<file path="config.mk">
export PLATFORM = sky130hd
export DESIGN_NAME = sle_ctrl_flat
export DESIGN_NICKNAME = d
export VERILOG_FILES = /design/src/sle_pkg.sv /design/src/sle_if.sv /design/src/sle_ctrl.sv /design/src/flat_wrapper.sv
export SDC_FILE = /design/constraint.sdc
export NUM_CORES = 1
export LEC_CHECK = 0
export BUFFER_PORTS_ARGS = -buffer_cell sky130_fd_sc_hd__clkbuf_2
export CAP_MARGIN = 30
export CORE_MARGIN = 2
export CORE_UTILIZATION = 54
export CTS_CLUSTER_DIAMETER = 80
export CTS_CLUSTER_SIZE = 8
export DETAILED_ROUTE_END_ITERATION = 16
export PLACE_DENSITY = 0.76
export SLEW_MARGIN = 15
export SYNTH_ARGS = -nofsm -noshare
export SYNTH_HDL_FRONTEND = slang
export SYNTH_SLANG_ARGS = --single-unit
</file>
<file path="constraint.sdc">
create_clock -name clk -period 3.8 [get_ports clk]
set_input_delay 0.57 -clock clk [delete_from_list [all_inputs] [get_ports clk]]
set_output_delay 0.57 -clock clk [all_outputs]
set_load 0.02 [all_outputs]
</file>
<file path="src/sle_pkg.sv">
// ----------------------------------------------------------------------------
// sle_pkg
// Shared types and codes for the sequential list engine.
// ----------------------------------------------------------------------------
package sle_pkg;

	localparam int POS_W   = 8;
	localparam int VAL_W   = 32;
	localparam int STAT_W  = 2;
	localparam int KIND_W  = 2;

	typedef enum logic [KIND_W-1:0] {
		KIND_INSERT = 2'd0,
		KIND_LOCATE = 2'd1,
		KIND_GET    = 2'd2,
		KIND_CLEAR  = 2'd3
	} kind_t;

	typedef enum logic [STAT_W-1:0] {
		ST_OK       = 2'd0,
		ST_POSITION = 2'd1,
		ST_FULL     = 2'd2
	} status_t;

	typedef logic [POS_W-1:0]        pos_t;
	typedef logic signed [VAL_W-1:0] val_t;

endpackage

</file>
<file path="src/sle_if.sv">
// ----------------------------------------------------------------------------
// sle_req_if / sle_rsp_if
// Request and response channels of the list engine (valid/ready).
// ----------------------------------------------------------------------------
interface sle_req_if import sle_pkg::*; ();
	logic  valid;
	logic  ready;
	kind_t kind;
	pos_t  position;
	val_t  value;

	modport source (output valid, kind, position, value, input ready);
	modport sink   (input valid, kind, position, value, output ready);
endinterface

interface sle_rsp_if import sle_pkg::*; ();
	logic    valid;
	logic    ready;
	status_t status;
	pos_t    found_position;
	val_t    read_value;
	pos_t    count;

	modport source (output valid, status, found_position, read_value, count, input ready);
	modport sink   (input valid, status, found_position, read_value, count, output ready);
endinterface

</file>
<file path="src/sle_ctrl.sv">
// ----------------------------------------------------------------------------
// sle_ctrl
// Request sequencer: decodes a beat, walks the store for insert shifts and
// locate scans, and holds the response register.
// ----------------------------------------------------------------------------
module sle_ctrl import sle_pkg::*; #(
	parameter int CAPACITY = 128,
	parameter int AW       = 7
) (
	input  logic          clk,
	input  logic          arst_n,
	sle_req_if.sink       req,
	sle_rsp_if.source     rsp,
	output logic          mem_we,
	output logic [AW-1:0] mem_waddr,
	output val_t          mem_wdata,
	output logic          mem_re,
	output logic [AW-1:0] mem_raddr,
	input  val_t          mem_rdata
);

	localparam int CW = $clog2(CAPACITY + 1);
	localparam int MW = (CW > POS_W + 1) ? CW : POS_W + 1;

	typedef enum logic [2:0] {
		S_IDLE, S_SHIFT, S_INS_WR, S_LOCATE, S_GET_RD, S_DONE
	} state_t;

	state_t        state_q;
	logic [CW-1:0] count_q;
	logic [CW-1:0] idx_q;
	pos_t          pos_q;
	val_t          val_q;
	logic          pend_s1;
	logic [AW-1:0] waddr_s1;
	logic          cmp_s1;
	logic [CW-1:0] cidx_s1;
	status_t       res_status_q;
	pos_t          res_found_q;
	val_t          res_read_q;
	logic          out_valid_q;

	logic [MW-1:0] cnt_ext, in_pos_ext, pos_ext;
	logic          accept, in_pos_zero, ins_bad, get_bad, is_last_shift, scan_more;
	logic          out_load, loc_hit;

	assign cnt_ext       = MW'(count_q);
	assign in_pos_ext    = MW'(req.position);
	assign pos_ext       = MW'(pos_q);
	assign in_pos_zero   = (req.position == '0);
	assign ins_bad       = in_pos_zero || (in_pos_ext > cnt_ext + MW'(1));
	assign get_bad       = in_pos_zero || (in_pos_ext > cnt_ext);
	assign accept        = req.valid && req.ready;
	assign is_last_shift = (MW'(idx_q) == pos_ext - MW'(1));
	assign scan_more     = (idx_q < count_q);
	assign loc_hit       = cmp_s1 && (mem_rdata == val_q);
	assign out_load      = (state_q == S_DONE) && (!out_valid_q || rsp.ready);

	assign req.ready = (state_q == S_IDLE);

	// read port: get in the accept cycle, shift/scan while walking
	always_comb begin
		mem_re    = 1'b0;
		mem_raddr = idx_q[AW-1:0];
		case (state_q)
			S_IDLE: begin
				mem_re    = accept && (req.kind == KIND_GET) && !get_bad;
				mem_raddr = AW'(in_pos_ext - MW'(1));
			end
			S_SHIFT:  mem_re = 1'b1;
			S_LOCATE: mem_re = !loc_hit && scan_more;
			default:  mem_re = 1'b0;
		endcase
	end

	// write port: shift writes take priority over the final insert write
	always_comb begin
		mem_we    = 1'b0;
		mem_waddr = waddr_s1;
		mem_wdata = mem_rdata;
		if (pend_s1) begin
			mem_we = 1'b1;
		end else if (state_q == S_INS_WR) begin
			mem_we    = 1'b1;
			mem_waddr = AW'(pos_ext - MW'(1));
			mem_wdata = val_q;
		end
	end

	always_ff @(posedge clk or negedge arst_n) begin
		if (!arst_n) begin
			state_q      <= S_IDLE;
			count_q      <= '0;
			idx_q        <= '0;
			pos_q        <= '0;
			val_q        <= '0;
			pend_s1      <= 1'b0;
			waddr_s1     <= '0;
			cmp_s1       <= 1'b0;
			cidx_s1      <= '0;
			out_valid_q  <= 1'b0;
			res_status_q <= ST_OK;
			res_found_q  <= '0;
			res_read_q   <= '0;
		end else begin
			pend_s1  <= (state_q == S_SHIFT);
			waddr_s1 <= idx_q[AW-1:0] + AW'(1);
			cmp_s1   <= (state_q == S_LOCATE) && !loc_hit && scan_more;
			cidx_s1  <= idx_q;

			case (state_q)
				S_IDLE: begin
					if (accept) begin
						pos_q        <= req.position;
						val_q        <= req.value;
						res_status_q <= ST_OK;
						res_found_q  <= '0;
						res_read_q   <= '0;
						idx_q        <= '0;
						case (req.kind)
							KIND_INSERT: begin
								if (ins_bad) begin
									res_status_q <= ST_POSITION;
									state_q      <= S_DONE;
								end else if (count_q == CW'(CAPACITY)) begin
									res_status_q <= ST_FULL;
									state_q      <= S_DONE;
								end else if (in_pos_ext == cnt_ext + MW'(1)) begin
									state_q <= S_INS_WR;
								end else begin
									idx_q   <= count_q - CW'(1);
									state_q <= S_SHIFT;
								end
							end
							KIND_LOCATE: begin
								state_q <= (count_q == '0) ? S_DONE : S_LOCATE;
							end
							KIND_GET: begin
								if (get_bad) begin
									res_status_q <= ST_POSITION;
									state_q      <= S_DONE;
								end else begin
									state_q <= S_GET_RD;
								end
							end
							default: begin
								count_q <= '0;
								state_q <= S_DONE;
							end
						endcase
					end
				end
				S_SHIFT: begin
					// move entry idx up by one; stop after the insert slot
					if (is_last_shift) begin
						state_q <= S_INS_WR;
					end else begin
						idx_q <= idx_q - CW'(1);
					end
				end
				S_INS_WR: begin
					if (!pend_s1) begin
						count_q <= count_q + CW'(1);
						state_q <= S_DONE;
					end
				end
				S_LOCATE: begin
					if (loc_hit) begin
						res_found_q <= POS_W'(cidx_s1 + CW'(1));
						state_q     <= S_DONE;
					end else if (scan_more) begin
						idx_q <= idx_q + CW'(1);
					end else if (!cmp_s1) begin
						state_q <= S_DONE;
					end
				end
				S_GET_RD: begin
					res_read_q <= mem_rdata;
					state_q    <= S_DONE;
				end
				S_DONE: begin
					if (out_load) begin
						state_q <= S_IDLE;
					end
				end
				default: state_q <= S_IDLE;
			endcase

			if (out_load) begin
				out_valid_q <= 1'b1;
			end else if (rsp.ready) begin
				out_valid_q <= 1'b0;
			end
		end
	end

	always_ff @(posedge clk) begin
		if (out_load) begin
			rsp.status         <= res_status_q;
			rsp.found_position <= res_found_q;
			rsp.read_value     <= res_read_q;
			rsp.count          <= POS_W'(count_q);
		end
	end

	assign rsp.valid = out_valid_q;

	a_count_bound: assert property (@(posedge clk) disable iff (!arst_n)
		count_q <= CW'(CAPACITY))
		else $error("element count above capacity");

	a_count_step: assert property (@(posedge clk) disable iff (!arst_n)
		count_q != $past(count_q) |-> count_q == $past(count_q) + CW'(1) || count_q == '0)
		else $error("element count moved by more than one");

	a_no_rw_clash: assert property (@(posedge clk) disable iff (!arst_n)
		mem_we && mem_re |-> mem_waddr != mem_raddr)
		else $error("read and write hit the same entry");

	a_write_state: assert property (@(posedge clk) disable iff (!arst_n)
		mem_we |-> state_q == S_SHIFT || state_q == S_INS_WR)
		else $error("store written outside an insert");

endmodule

</file>
<file path="src/flat_wrapper.sv">
// flat-port wrapper written by rule: the top's interface ports become plain ports
module sle_ctrl_flat import sle_pkg::*;
#(
	parameter int CAPACITY = 128,
	parameter int AW       = 7
)
  (clk, arst_n, mem_we, mem_waddr, mem_wdata, mem_re, mem_raddr, mem_rdata, req_valid, req_kind, req_position, req_value, req_ready, rsp_valid, rsp_status, rsp_found_position, rsp_read_value, rsp_count, rsp_ready);
  sle_req_if req_i ();
  sle_rsp_if rsp_i ();
  input  logic clk;
  input  logic arst_n;
  output logic mem_we;
  output logic [AW-1:0] mem_waddr;
  output val_t mem_wdata;
  output logic mem_re;
  output logic [AW-1:0] mem_raddr;
  input  val_t mem_rdata;
  input wire logic [$bits(req_i.valid)-1:0] req_valid;
  input wire logic [$bits(req_i.kind)-1:0] req_kind;
  input wire logic [$bits(req_i.position)-1:0] req_position;
  input wire logic [$bits(req_i.value)-1:0] req_value;
  output wire logic [$bits(req_i.ready)-1:0] req_ready;
  output wire logic [$bits(rsp_i.valid)-1:0] rsp_valid;
  output wire logic [$bits(rsp_i.status)-1:0] rsp_status;
  output wire logic [$bits(rsp_i.found_position)-1:0] rsp_found_position;
  output wire logic [$bits(rsp_i.read_value)-1:0] rsp_read_value;
  output wire logic [$bits(rsp_i.count)-1:0] rsp_count;
  input wire logic [$bits(rsp_i.ready)-1:0] rsp_ready;
  assign req_i.valid = req_valid;
  assign req_i.kind = req_kind;
  assign req_i.position = req_position;
  assign req_i.value = req_value;
  assign req_ready = req_i.ready;
  assign rsp_valid = rsp_i.valid;
  assign rsp_status = rsp_i.status;
  assign rsp_found_position = rsp_i.found_position;
  assign rsp_read_value = rsp_i.read_value;
  assign rsp_count = rsp_i.count;
  assign rsp_i.ready = rsp_ready;
  sle_ctrl #(.CAPACITY(CAPACITY), .AW(AW)) u_core (.clk(clk), .arst_n(arst_n), .req(req_i), .rsp(rsp_i), .mem_we(mem_we), .mem_waddr(mem_waddr), .mem_wdata(mem_wdata), .mem_re(mem_re), .mem_raddr(mem_raddr), .mem_rdata(mem_rdata));
endmodule
</file>
==> results.sh, run 1 <==
export IMPL_fin_crit_sh=0.885
export IMPL_ir_drop_mv=0.283
export IMPL_status="finished clean"
export IMPL_final_hold_violation_count=0
export IMPL_io_pins=178
export IMPL_area_growth_synth_to_final_pct=18.8
export IMPL_vias_per_cell=5.53
export IMPL_synthesis_area_um2=8660
export IMPL_cts_root_buf="clkbuf_16"
export IMPL_wl_per_cell_um=17.6
export IMPL_yosysWarningCount=0
export IMPL_drive_gt1_frac=0.223
export IMPL_grt_pass1_vias=6767
export IMPL_yosysUniqueCellTypes=59
export IMPL_gp_congestion=0.928
export IMPL_worstPathBufferInverterCount=0
export IMPL_avgSynthCellArea_um2=9.43
export IMPL_path_class="reg2reg"
export IMPL_synthesis_nets=1034
export IMPL_critPathArrivalTime_ps=3720
export IMPL_portBuffers=177
export IMPL_clock_sinks=169
export IMPL_setup_worst_path_start="u_core.state_q[0]$_DFFE_PN0P_"
export IMPL_instances_no_fill=1309
export IMPL_path_max_fanout=16
export IMPL_dp_cells=1277
export IMPL_worstPathCellList="nor2b_1 -> nand2_1 -> ha_1 -> a21o_1 -> a211oi_1 -> nor2_1 -> o41ai_1 -> xnor2_1 -> o32ai_1 -> o2bb2ai_1"
export IMPL_htree_levels=4
export IMPL_min_period_ps=3360
export IMPL_clk_pin_slew_ps=70
export IMPL_reg2reg_setup_slack_ps=440
export IMPL_p_int_mw=2.87
export IMPL_finalSetupTns_ps=0
export IMPL_netlist_instances=918
export IMPL_switching_share=0.240
export IMPL_ys_ff_latch=169
export IMPL_vias=7238
export IMPL_ctsHoldBuffers=0
export IMPL_start_util=0.549
export IMPL_die_w_um=131
export IMPL_synthFlopType="dfrtp_1"
export IMPL_max_clock_freq_ghz=0.297
export IMPL_crit_family="compound AO/OA/AOI/OAI gates"
export IMPL_post_cts_setup_buffer_count=0
export IMPL_pwr_share_seq=0.494
export IMPL_pwr_share_clk=0.452
export IMPL_critPathRequiredTime_ps=4160
export IMPL_end_kind="flop"
export IMPL_grt_pass1_wl_mm=35.9
export IMPL_layout_nets=1196
export IMPL_drt_total_wl_mm=23.0
export IMPL_dp_final_hpwl_mm=16.5
export IMPL_skew_ps=7.77
export IMPL_cts_inserted_buffers=17
export IMPL_async_reset_ff_frac=0.704
export IMPL_p_switching_uw=905
export IMPL_grt_max_degree=73
export IMPL_p_leak_nw=5.09
export IMPL_power_density_nw_per_um2=367
export IMPL_synth_edf_count=50
export IMPL_clk_latency_ps=430
export IMPL_slowest_stage="nand2_1"
export IMPL_dr_pass1_iters=6
export IMPL_rsz0062_at_grt="no"
export IMPL_maxCapViolations=0
export IMPL_drt_initial_drc_count=517
export IMPL_slowest_delay_ps=480
export IMPL_track_usage=0.277
export IMPL_combinationalPowerShare=0.055
export IMPL_num_rows=46
export IMPL_timing_slew_headroom=0.449
export IMPL_die_area_um2=17100
export IMPL_yosysSeqAreaShare=0.517
export IMPL_coreArea_um2=15800
export IMPL_tightest_slew_ps=821
export IMPL_finalSetupViolations=0
export IMPL_die_y_um=131
export IMPL_ant_nets=0
export IMPL_antenna_found_initial=0
export IMPL_hold_class="in2async"
export IMPL_regToRegStartpoint="u_core.state_q[0]$_DFFE_PN0P_"
export IMPL_maxSlewViolCount=0
export IMPL_antennaDiodeCount=0
export IMPL_startpoint_type="flop"
export IMPL_fin_util=0.652
export IMPL_ctsResizeCount=0
export IMPL_drc=0
export IMPL_overflow=0
export IMPL_cts_buffer_depth=2
export IMPL_cts_tree="done"
## Yosys cell counts, types with 10 or more instances
library cell  number  area (um^2)
a21oi_1           15         75.1
a31oi_1           10         62.6
clkbuf_1          34          128
dfrtp_1          119         2980
edfxtp_1          50         1500
ha_1              37          463
inv_1             25         93.8
mux2_2            14          158
nand2_1          320         1200
nand3_1           50          250
nand4_1           10         62.6
nor2_1            25         93.8
o21ai_0           33          165
xnor2_1           62          543
xor2_1            12          105
## cells in the final DEF, fill, tap and decap left out, types with 10 or more instances in the layout
master / synthesis / routed
xor2_1: 12 / 12
nand4_1: 10 / 10
nand3_1: 50 / 50
edfxtp_1: 50 / 50
nand2_1: 320 / 319
clkbuf_2: 0 / 176
inv_1: 25 / 25
a31oi_1: 10 / 10
o21ai_0: 33 / 33
dfrtp_1: 119 / 119
a21oi_1: 15 / 15
mux2_2: 14 / 14
ha_1: 37 / 37
nor2_1: 25 / 24
xnor2_1: 62 / 62
clkbuf_16: 0 / 17
## final timing paths
kind,end,depth (start not counted)
max in group asynchronous,u_core.res_read_q[0]$_DFFE_PN0P_,2
worst max-delay path,u_core.idx_q[7]$_DFFE_PN0P_,10
worst max register to register,u_core.idx_q[7]$_DFFE_PN0P_,10
worst min register to register,u_core.rsp.read_value[14]$_DFFE_PP_,0
min in group clk,u_core.val_q[24]$_DFFE_PN0P_,3
worst min-delay path,u_core.count_q[5]$_DFFE_PN0P_,1
## power by group through the flow
stage                     Clock [mW]  Sequential, mW  Combinational [mW]
after floorplan                    0            1.90              0.0773
final                           1.70            1.86               0.206
after detailed placement           0            1.90               0.206
after global placement             0            1.90               0.204
after global routing            1.81            1.86               0.226
after CTS                       1.72            1.86               0.207
## sequential cells by signal (all words and copies together) (netlist names)
signal,cells
u_core.waddr_s1,7
u_core.rsp.found_position,8
u_core.state_q,3
u_core.val_q,32
u_core.pos_q,8
u_core.res_status_q,2
u_core.cmp_s1,1
u_core.rsp.read_value,32
u_core.res_found_q,8
u_core.rsp.valid,1
u_core.pend_s1,1
u_core.rsp.count,8
u_core.count_q,8
u_core.cidx_s1,8
u_core.res_read_q,32
u_core.rsp.status,2
u_core.idx_q,8
## routing by layer
layer,part of all wire,vias up,global-route usage,routed length [um]
met5,0,-,0,0
met4,0.028,0,0.0995,635
met3,0.076,48,0.0456,1740
met2,0.48,329,0.447,11000
met1,0.42,3453,0.381,9640
li1,-,3408,-,-
## kinds of logic after synthesis
group | synth area share
AO/OA/AOI/OAI | 0.0704
multiplexers | 0.0194
flip-flops | 0.517
AND/OR/NAND/NOR | 0.225
buffers and inverters | 0.0366
adder cells (fa/ha/maj) | 0.0558
XOR/XNOR | 0.0749
## layout make-up
cell class | instances | area (um^2)
inverter | 25 | 93.8
sequential | 169 | 4480
tap | 216 | 270
fill | 1330 | 5480
timing repair buffer | 186 | 988
clock inverter | 15 | 156
multi-input combinational | 681 | 3870
clock buffer | 17 | 425
## through the flow
stage	worst slack (ps)	cell area (um^2)	power, mW	hold WS [ps]
floorplan	372	8660	1.98	274
global route	167	10300	3.89	262
CTS	498	10300	3.79	228
global placement	672	9680	2.10	426
finish	437	10300	3.77	192
detailed placement	550	9710	2.11	432
(Power assumes the default switching activity.)
==> inputs of run 2 (changes only) <==
--- a/config.mk
+++ b/config.mk
@@ -13,6 +13,7 @@
 export CTS_CLUSTER_SIZE = 8
 export DETAILED_ROUTE_END_ITERATION = 16
 export PLACE_DENSITY = 0.76
+export RECOVER_POWER = 50
 export SLEW_MARGIN = 15
 export SYNTH_ARGS = -nofsm -noshare
 export SYNTH_HDL_FRONTEND = slang
==> results.sh, run 2 (synthesis gave the netlist of run 1 again) <==
export IMPL_status="finished, violations left"
export IMPL_violations="max-capacitance violations, max-slew violations"
export IMPL_grt_pass1_vias=6767
export IMPL_fin_area_um2=10200
export IMPL_die_y_um=131
export IMPL_num_rows=46
export IMPL_final_common_cell="nand2_1"
export IMPL_crit_family="simple AND/OR/NAND/NOR gates"
export IMPL_ir_drop_mv=0.282
export IMPL_worstPathBufferInverterCount=1
export IMPL_power_density_nw_per_um2=369
export IMPL_overflow=0
export IMPL_dr_pass1_iters=5
export IMPL_cts_tree="done"
export IMPL_p_leak_nw=5.00
export IMPL_fin_crit_sh=0.882
export IMPL_slowest_stage="nand2_1"
export IMPL_vias_per_cell=5.52
export IMPL_cts_inserted_buffers=17
export IMPL_layout_nets=1196
export IMPL_track_usage=0.277
export IMPL_setup_slack_ps=450
export IMPL_grt_max_degree=73
export IMPL_multiInputGateArea_um2=3870
export IMPL_grt_pass1_wl_mm=35.9
export IMPL_ctsResizeCount=0
export IMPL_fill_cells=1339
export IMPL_dp_final_hpwl_mm=16.5
export IMPL_drive_gt1_frac=0.191
export IMPL_crit_top_cell="nand2_1"
export IMPL_vias=7226
export IMPL_clock_sinks=169
export IMPL_path_max_fanout=16
export IMPL_die_area_um2=17100
export IMPL_clk_latency_ps=430
export IMPL_die_w_um=131
export IMPL_ctsHoldBuffers=0
export IMPL_critPathRequiredTime_ps=3230
export IMPL_maxCapViolations=1
export IMPL_drt_total_wl_mm=23.1
export IMPL_post_cts_setup_buffer_count=0
export IMPL_start_util=0.549
export IMPL_coreArea_um2=15800
export IMPL_finalSetupTns_ps=0
export IMPL_skew_ps=8.87
export IMPL_antennaDiodeCount=0
export IMPL_clk_pin_slew_ps=70
export IMPL_ant_nets=0
export IMPL_cts_buffer_depth=2
export IMPL_end_kind="output port"
export IMPL_drt_initial_drc_count=523
export IMPL_antenna_found_initial=0
export IMPL_wl_per_cell_um=17.6
export IMPL_hold_class="in2reg"
export IMPL_maxSlewViolCount=55
export IMPL_startpoint_type="flop"
export IMPL_gp_congestion=0.928
export IMPL_drc=0
export IMPL_path_class="reg2out"
export IMPL_regArea_um2=4480
export IMPL_final_hold_violation_count=0
export IMPL_tightest_slew_ps=3110
export IMPL_htree_levels=4
export IMPL_preCtsSetupSlack_ps=550
export IMPL_cts_root_buf="clkbuf_16"
export IMPL_rsz0062_at_grt="no"
export IMPL_finalSetupViolations=0
export IMPL_timing_slew_headroom=-1.07
export IMPL_fin_util=0.649
export IMPL_slowest_delay_ps=490
export IMPL_critPathArrivalTime_ps=2780
export IMPL_max_clock_freq_ghz=0.299
export IMPL_io_pins=178
export IMPL_area_growth_synth_to_final_pct=18.3
export IMPL_final_cell_mix="nand2_1, clkbuf_2, dfrtp_1"
export IMPL_placed_area_um2=9710
export IMPL_portBuffers=177
export IMPL_reg_top3="u_core.res_read_q: 32 flops, u_core.rsp.read_value: 32 flops, u_core.val_q: 32 flops"
export IMPL_worstPathCellList="nor2b_1 -> nand2_1 -> a31oi_1 -> nand2_1 -> o211ai_1 -> clkbuf_2"
export IMPL_min_period_ps=3350
==> run 2: cell types whose count changed in the layout (fill, tap and decap cells not counted), sizes merged <==
| cell | delta |
|---|---|
| buf | -1 |
| clkbuf | +1 |
==> run 2: per-layer routing <==
metal / vias up / part of all wire / global-route usage
li1: 3406 / - / -
met1: 3468 / 0.42 / 0.381
met2: 307 / 0.48 / 0.447
met3: 45 / 0.072 / 0.0456
met4: 0 / 0.026 / 0.0995
met5: - / 0 / 0
==> run 2: area by class of cell <==
type,instances,share of cell area
clock buffer,17,0.0415
inverter,25,0.00916
tap,216,0.0264
timing repair buffer,186,0.0920
sequential,169,0.437
clock inverter,15,0.0153
multi-input combinational,681,0.378
==> run 2: through the flow <==
| step | cells | hold WS (ps) | power (mW) |
|---|---|---|---|
| floorplan | 918 | 274 | 1.98 |
| global placement | 1276 | 426 | 2.10 |
| detailed placement | 1277 | 432 | 2.11 |
| CTS | 1309 | 228 | 3.79 |
| global route | 1309 | 326 | 3.89 |
| finish | 1309 | 331 | 3.78 |
==> run 2: power breakdown <==
| part | leakage [nW] | switching [mW] | total, mW | internal (mW) |
|---|---|---|---|---|
| combinational | 2.79 | 0.131 | 0.206 | 0.0749 |
| sequential | 1.93 | 0.0000000000000000225 | 1.86 | 1.86 |
| clock | 0.278 | 0.779 | 1.71 | 0.930 |
| total | 5.00 | 0.910 | 3.78 | 2.87 |
==> run 2: worst paths after layout <==
check	from	to	slack [ps]	cells past startpoint
max	u_core.state_q[0]$_DFFE_PN0P_	mem_re	450	6
min	req_value[10]	u_core.val_q[10]$_DFFE_PN0P_	330	3
max reg2reg	u_core.count_q[0]$_DFFE_PN0P_	u_core.idx_q[0]$_DFFE_PN0P_	460	11
min reg2reg	u_core.res_read_q[14]$_DFFE_PN0P_	u_core.rsp.read_value[14]$_DFFE_PP_	440	0
max in group asynchronous	arst_n	u_core.pos_q[0]$_DFFE_PN0P_	880	1
min in group asynchronous	arst_n	u_core.count_q[5]$_DFFE_PN0P_	1150	1
==> run 2: worst register-to-register path, cell delays in order (launching register included) <==
cell,delay (ps)
dfrtp_1,510
inv_1,170
nor3_1,350
nand3_1,140
xnor2_1,170
ha_1,300
nand3_1,110
nor3_1,270
a211oi_1,130
or4b_1,700
o22ai_1,230
mux2_2,190
